--- src/design/gap_pkg.sv ---
// Shared types, constants and helpers for the greedy atlas packer.
// Used by gap_sqrt, gap_ctrl, gap_dpath and the top level; no dependencies.
`timescale 1ns / 1ps
package gap_pkg;

  localparam int unsigned GAP_MAX_RECTS = 64;
  localparam int unsigned IDX_W         = 6;
  localparam int unsigned DEPTH         = 2 ** IDX_W;
  localparam int unsigned CNT_W         = IDX_W + 1;
  localparam int unsigned AREA_W        = 22;
  localparam int unsigned ROOT_W        = 12;
  localparam logic [12:0] WIDTH_CAP     = 13'd2048;

  // result register update selected by the controller
  typedef enum logic [1:0] {
    RES_HOLD,
    RES_FIRST,
    RES_NONE,
    RES_FIT
  } res_op_e;

  typedef struct packed {
    logic             load_we;
    logic [IDX_W-1:0] load_addr;
    logic [IDX_W-1:0] addr_a;
    logic [IDX_W-1:0] addr_b;
    logic             key_load;
    logic             rank_acc;
    logic             sort_we;
    logic             sum_clr;
    logic             sqrt_start;
    logic             width_mul;
    logic             width_set;
    logic             cur_load;
    logic             cand_load;
    logic             side;
    res_op_e          res_op;
    logic             place_we;
    logic             out_load;
    logic             out_last;
  } cmd_t;

  typedef struct packed {
    logic sqrt_done;
    logic fit;
  } stat_t;

  // smallest power of two at or above v (1 for v = 0)
  function automatic logic [15:0] pow2_ceil(input logic [15:0] v);
    logic [15:0] p;
    p = 16'h8000;
    for (int k = 15; k >= 0; k--) begin
      if ((17'd1 << k) >= {1'b0, v}) begin
        p = 16'(17'd1 << k);
      end
    end
    return p;
  endfunction

endpackage

--- src/design/gap_ctrl.sv ---
// Packer sequencer: load count, rank pass, width, placement search and
// result delivery. Drives gap_dpath through gap_pkg::cmd_t.
`timescale 1ns / 1ps
module gap_ctrl #(
  parameter int unsigned MAX_RECTS = gap_pkg::GAP_MAX_RECTS
) (
  input  logic           clk_i,
  input  logic           rst_ni,
  input  logic           s_tvalid_i,
  input  logic           s_tlast_i,
  output logic           s_tready_o,
  output logic           m_tvalid_o,
  input  logic           m_tready_i,
  input  gap_pkg::stat_t stat_i,
  output gap_pkg::cmd_t  cmd_o
);
  import gap_pkg::*;

  typedef enum logic [4:0] {
    IDLE, RANK_I, RANK_KEY, RANK_JA, RANK_JB, RANK_WR,
    SQRT_GO, SQRT_WAIT, WIDTH_MUL, WIDTH_SET,
    PL_START, PL_CUR, PL_JA, PL_JB, PL_CHK, PL_WRITE,
    OUT_RD, OUT_LD, OUT_WAIT
  } state_e;

  state_e           state_q;
  logic [CNT_W-1:0] count_q, n_q, i_q, j_q;
  logic             side_q, m_tvalid_q;
  logic             room, i_more, j_more;

  assign room       = count_q < CNT_W'(MAX_RECTS);
  assign i_more     = (i_q + CNT_W'(1)) < n_q;
  assign j_more     = (state_q == RANK_JB) ? ((j_q + CNT_W'(1)) < n_q)
                                           : ((j_q + CNT_W'(1)) < i_q);
  assign s_tready_o = (state_q == IDLE);
  assign m_tvalid_o = m_tvalid_q;

  always_comb begin
    cmd_o           = '0;
    cmd_o.load_addr = count_q[IDX_W-1:0];
    cmd_o.addr_a    = i_q[IDX_W-1:0];
    cmd_o.addr_b    = j_q[IDX_W-1:0];
    cmd_o.side      = side_q;
    cmd_o.res_op    = RES_HOLD;
    cmd_o.out_last  = !i_more;
    case (state_q)
      IDLE: begin
        cmd_o.load_we = s_tvalid_i && room;
        cmd_o.sum_clr = 1'b1;
      end
      RANK_KEY:  cmd_o.key_load   = 1'b1;
      RANK_JB:   cmd_o.rank_acc   = 1'b1;
      RANK_WR:   cmd_o.sort_we    = 1'b1;
      SQRT_GO:   cmd_o.sqrt_start = 1'b1;
      WIDTH_MUL: cmd_o.width_mul  = 1'b1;
      WIDTH_SET: cmd_o.width_set  = 1'b1;
      PL_CUR: begin
        cmd_o.cur_load = 1'b1;
        if (i_q == '0) begin
          cmd_o.res_op = RES_FIRST;
        end
      end
      PL_JB: cmd_o.cand_load = 1'b1;
      PL_CHK: begin
        if (stat_i.fit) begin
          cmd_o.res_op = RES_FIT;
        end else if (!j_more && side_q) begin
          cmd_o.res_op = RES_NONE;
        end
      end
      PL_WRITE: cmd_o.place_we = 1'b1;
      OUT_RD:   cmd_o.addr_b   = i_q[IDX_W-1:0];
      OUT_LD: begin
        cmd_o.addr_b   = i_q[IDX_W-1:0];
        cmd_o.out_load = 1'b1;
      end
      default: begin
      end
    endcase
  end

  always_ff @(posedge clk_i or negedge rst_ni) begin
    if (!rst_ni) begin
      state_q    <= IDLE;
      count_q    <= '0;
      n_q        <= '0;
      i_q        <= '0;
      j_q        <= '0;
      side_q     <= 1'b0;
      m_tvalid_q <= 1'b0;
    end else begin
      case (state_q)
        IDLE: begin
          if (s_tvalid_i) begin
            if (s_tlast_i) begin
              n_q     <= room ? count_q + CNT_W'(1) : count_q;
              count_q <= '0;
              i_q     <= '0;
              state_q <= RANK_I;
            end else if (room) begin
              count_q <= count_q + CNT_W'(1);
            end
          end
        end
        RANK_I: state_q <= RANK_KEY;
        RANK_KEY: begin
          j_q     <= '0;
          state_q <= RANK_JA;
        end
        RANK_JA: state_q <= RANK_JB;
        RANK_JB: begin
          if (j_more) begin
            j_q     <= j_q + CNT_W'(1);
            state_q <= RANK_JA;
          end else begin
            state_q <= RANK_WR;
          end
        end
        RANK_WR: begin
          if (i_more) begin
            i_q     <= i_q + CNT_W'(1);
            state_q <= RANK_I;
          end else begin
            i_q     <= '0;
            state_q <= SQRT_GO;
          end
        end
        SQRT_GO: state_q <= SQRT_WAIT;
        SQRT_WAIT: begin
          if (stat_i.sqrt_done) begin
            state_q <= WIDTH_MUL;
          end
        end
        WIDTH_MUL: state_q <= WIDTH_SET;
        WIDTH_SET: state_q <= PL_START;
        PL_START:  state_q <= PL_CUR;
        PL_CUR: begin
          j_q    <= '0;
          side_q <= 1'b0;
          state_q <= (i_q == '0) ? PL_WRITE : PL_JA;
        end
        PL_JA: state_q <= PL_JB;
        PL_JB: state_q <= PL_CHK;
        PL_CHK: begin
          if (stat_i.fit) begin
            state_q <= PL_WRITE;
          end else if (j_more) begin
            j_q     <= j_q + CNT_W'(1);
            state_q <= PL_JA;
          end else if (!side_q) begin
            side_q  <= 1'b1;
            j_q     <= '0;
            state_q <= PL_JA;
          end else begin
            state_q <= PL_WRITE;
          end
        end
        PL_WRITE: begin
          if (i_more) begin
            i_q     <= i_q + CNT_W'(1);
            state_q <= PL_START;
          end else begin
            i_q     <= '0;
            state_q <= OUT_RD;
          end
        end
        OUT_RD: state_q <= OUT_LD;
        OUT_LD: begin
          m_tvalid_q <= 1'b1;
          state_q    <= OUT_WAIT;
        end
        OUT_WAIT: begin
          if (m_tready_i) begin
            m_tvalid_q <= 1'b0;
            if (i_more) begin
              i_q     <= i_q + CNT_W'(1);
              state_q <= OUT_RD;
            end else begin
              state_q <= IDLE;
            end
          end
        end
        default: state_q <= IDLE;
      endcase
    end
  end

`ifndef SYNTH
  a_no_load_while_out: assert property (@(posedge clk_i) disable iff (!rst_ni)
    s_tready_o |-> !m_tvalid_o) else $error("input open while a result is pending");
  a_count_bound: assert property (@(posedge clk_i) disable iff (!rst_ni)
    count_q <= CNT_W'(MAX_RECTS)) else $error("rectangle count past limit");
  a_anchor_before: assert property (@(posedge clk_i) disable iff (!rst_ni)
    (state_q == PL_CHK) |-> (j_q < i_q)) else $error("anchor not an earlier rectangle");
  a_last_to_idle: assert property (@(posedge clk_i) disable iff (!rst_ni)
    (state_q == OUT_WAIT && m_tready_i && !i_more) |=> s_tready_o)
    else $error("run did not return to load after final transfer");
`endif

endmodule

--- config.mk ---
export PLATFORM = sky130hd
export DESIGN_NAME = gap_ctrl
export DESIGN_NICKNAME = d
export VERILOG_FILES = /design/src/design/gap_pkg.sv /design/src/design/gap_ctrl.sv
export SDC_FILE = /design/constraint.sdc
export NUM_CORES = 1
export LEC_CHECK = 0
export BUFFER_PORTS_ARGS = -buffer_cell sky130_fd_sc_hd__buf_2
export CORE_ASPECT_RATIO = 0.5
export CORE_MARGIN = 1
export CORE_UTILIZATION = 50
export CTS_CLUSTER_SIZE = 10
export DETAILED_ROUTE_END_ITERATION = 16
export PLACE_DENSITY = 0.82
export SKIP_CTS_REPAIR_TIMING = 1
export SLEW_MARGIN = 20
export SYNTH_ARGS = -nofsm -noshare
export SYNTH_HDL_FRONTEND = slang
export SYNTH_SLANG_ARGS = --single-unit
export TNS_END_PERCENT = 30
--- constraint.sdc ---
create_clock -name clk_i -period 4 [get_ports clk_i]
set_input_delay 0.8 -clock clk_i [delete_from_list [all_inputs] [get_ports clk_i]]
set_output_delay 0.8 -clock clk_i [all_outputs]
set_load 0.1 [all_outputs]
==> out/qor.yml <==
ir_drop_uv: 400
seqPwrFrac_pct: 28.3
intPower_mw: 0.834
hold_violations: 0
drive_above_1_share_pct: 19.8
dieArea_um2: 5710
syn_area_per_cell_um2: 8.58
ys_seq_area_share_pct: 32.5
ant_nets: 0
vias: 2410
synth_most_common_cell: "dfrtp_1"
syn_inst: 314
clock-sinks: 35
clk_latency_ps: 290
synthMuxAreaShare_pct: 3.30
cts_tree: "done"
required_ps: 3200
crit_slowest_cell: "dfrtp_1"
pre_cts_slack_ps: 525
synth_compound_area_share_pct: 20.9
rsz0062_at_grt: "no"
fmax_mhz: 261
n_antenna_cell: 0
crit_path_end_kind: "primary output"
slew_viol_final: 0
firstDrtPassIters: 4
yosys.area_share.simple_pct: 19.1
final_nets: 367
synthTopCellsByArea: "dfrtp_1, ha_1, a21oi_1, buf_4, o21ai_0"
place_congestion: 0.950
p_leak_nw: 1.49
clk_pin_slew_ps: 70
maxCapViolCount: 0
setup_viol: 0
port_buffers: 42
areaGrowthSynthToFinish_pct: 9.28
tns_ps: 0
tightest_slew_ps: 821
synth_top_area_share_pct: 32.5
grt_pass1_wl_um: 10200
worstPathArrival_ps: 3030
syn-cell-area_um2: 2700
die_h_um: 53.9
num_rows: 18
ys_seq_elements: 35
hp-class: "register to register"
die_w_um: 106
coreArea_um2: 5040
hpwl_um: 4880
fin_hold_ws_ps: 484
dpl_cell_area_um2: 2840
rr_startpoint: "i_q[3]$_DFFE_PN0P_"
criticalPathCategory: "register to primary output"
synth.distinct_cells: 51
swShare_pct: 54.6
synthTopCellsByCount: "dfrtp_1, nor2_1, nand2_1"
io_pins: 43
cts_buffer_depth: 2
period_needed_ps: 3830
wirelength_um: 6420
worstRegToRegCells: 12
hold_path_depth: 2
synth_edf_count: 0
grt_usage_pct: 23.3
fin_area_um2: 2950
reg2reg_to: "i_q[2]$_DFFE_PN0P_"
ctsHtreeMaxLevel: 2
cts_made_buffers: 5
synthArstFlopShare_pct: 100
pwr-share-clk_pct: 15.7
period_share_pct: 95.8
critPathLaunchType: "register"
yosys.area_share.adder_pct: 10.2
min_delay_worst_endpoint: "n_q[1]$_DFFE_PN0P_"
syn_nets: 343
antenna_found_initial: 0
switching_power_mw: 1.00
dp.cells: 401
crit_chain: "inv_1 > nor3_1 > nand3_1 > xnor2_1 > ha_1 > and3_2 > a221o_1 > a21oi_2 > inv_2 > clkbuf_4"
hp-start: "n_q[1]$_DFFE_PN0P_"
slew_headroom_pct: 45.3
synth_top_family_by_area: "compound AO/OA/AOI/OAI gates"
avgViaCountPerCell: 5.89
status: "finished, final reports clean"
synth_ff_type: "dfrtp_1"
combPwrFrac_pct: 55.9
yosys_warnings: 0
initial_core_util_pct: 53.4
grt_max_degree: 36
postLayoutCoreUtil_pct: 58.4
synth_xor_area_share_pct: 5.20
drc: 0
routedWlPerCell_um: 15.7
critPathMaxFanout: 7
grt_pass1_vias: 2120
clockRootBuffer: "clkbuf_8"
grt_overflow: 0
r2r_setup_slack_ps: 700
setup_ws_ps: 169
cellPowerDensity_nw_per_um2: 623
p_total_mw: 1.84
yosys.area.top_type: "dfrtp_1"
final_cells: 409
finClkSkew_ps: 5.38
drt-initial-drc-count: 199
critPathMaxStageDelay_ps: 470
critical path: cells and delay by family, from the launching register on:
kind,cells,cell delay [ps]
and+or+nand+nor,3,680
AOI/OAI and AO/OA,2,550
buffers and inverters,3,500
DFF,1,470
adders and majority gates,1,300
xor gates and xnor gates,1,260
cell usage in the layout (no fill, tap or decap), types with 4 or more instances in the layout:
cell,instances
a21oi_1,21
a22o_1,11
a31oi_1,4
and3_1,7
buf_2,41
clkbuf_8,7
dfrtp_1,34
ha_1,22
inv_1,22
mux2_2,7
nand2_1,23
nand2b_1,7
nand3_1,12
nor2_1,27
nor2b_1,5
nor3_1,6
o21ai_0,20
o31ai_1,4
xnor2_1,10
xor2_1,6
logic make-up after synthesis:
family                   count (synthesis)
AO/OA/AOI/OAI                           84
XOR/XNOR                                16
adder cells (fa/ha/maj)                 22
buffers and inverters                   48
flip-flops                              35
multiplexers                             8
AND/OR/NAND/NOR                        101
state kept, by name (all words and copies together) (netlist names):
register,flops
state_q,5
n_q,7
side_q,1
i_q,7
count_q,7
j_q,7
m_tvalid_o,1
power groups by stage:
stage | Sequential, mW | Clock, mW | Combinational (mW)
after global placement | 0.514 | 0 | 0.996
after detailed placement | 0.519 | 0 | 1.02
after global routing | 0.529 | 0.310 | 1.09
after CTS | 0.513 | 0.293 | 1.02
final | 0.520 | 0.289 | 1.03
after floorplan | 0.463 | 0 | 0.911
area by class of cell:
cell class	instances	area, µm²
clock buffer	8	100
fill	424	2100
inverter	23	86.3
multi-input combinational	231	1580
sequential	35	877
tap	70	87.6
timing repair buffer	42	213
worst max path at each step:
stage,cells past startpoint,slack [ps],from,endpoint
2_1_floorplan,5,160,state_q[3]$_DFFE_PN0P_,cmd_o[33]
3_3_place_gp,10,720,i_q[2]$_DFFE_PN0P_,cmd_o[0]
5_1_grt,10,10,i_q[3]$_DFFE_PN0P_,cmd_o[0]
3_5_place_dp,10,520,i_q[2]$_DFFE_PN0P_,cmd_o[0]
6_report,10,170,i_q[3]$_DFFE_PN0P_,cmd_o[0]
4_1_cts,10,170,i_q[2]$_DFFE_PN0P_,cmd_o[0]
per-layer routing:
layer	up-vias	wire length, µm	GRT usage, %
met4	0	26	3.94
met2	95	2870	38.2
met3	4	517	5.08
met1	1161	3010	32.4
met5	-	0	0
li1	1150	-	-
No activity file was read; power rests on OpenSTA's default activity.
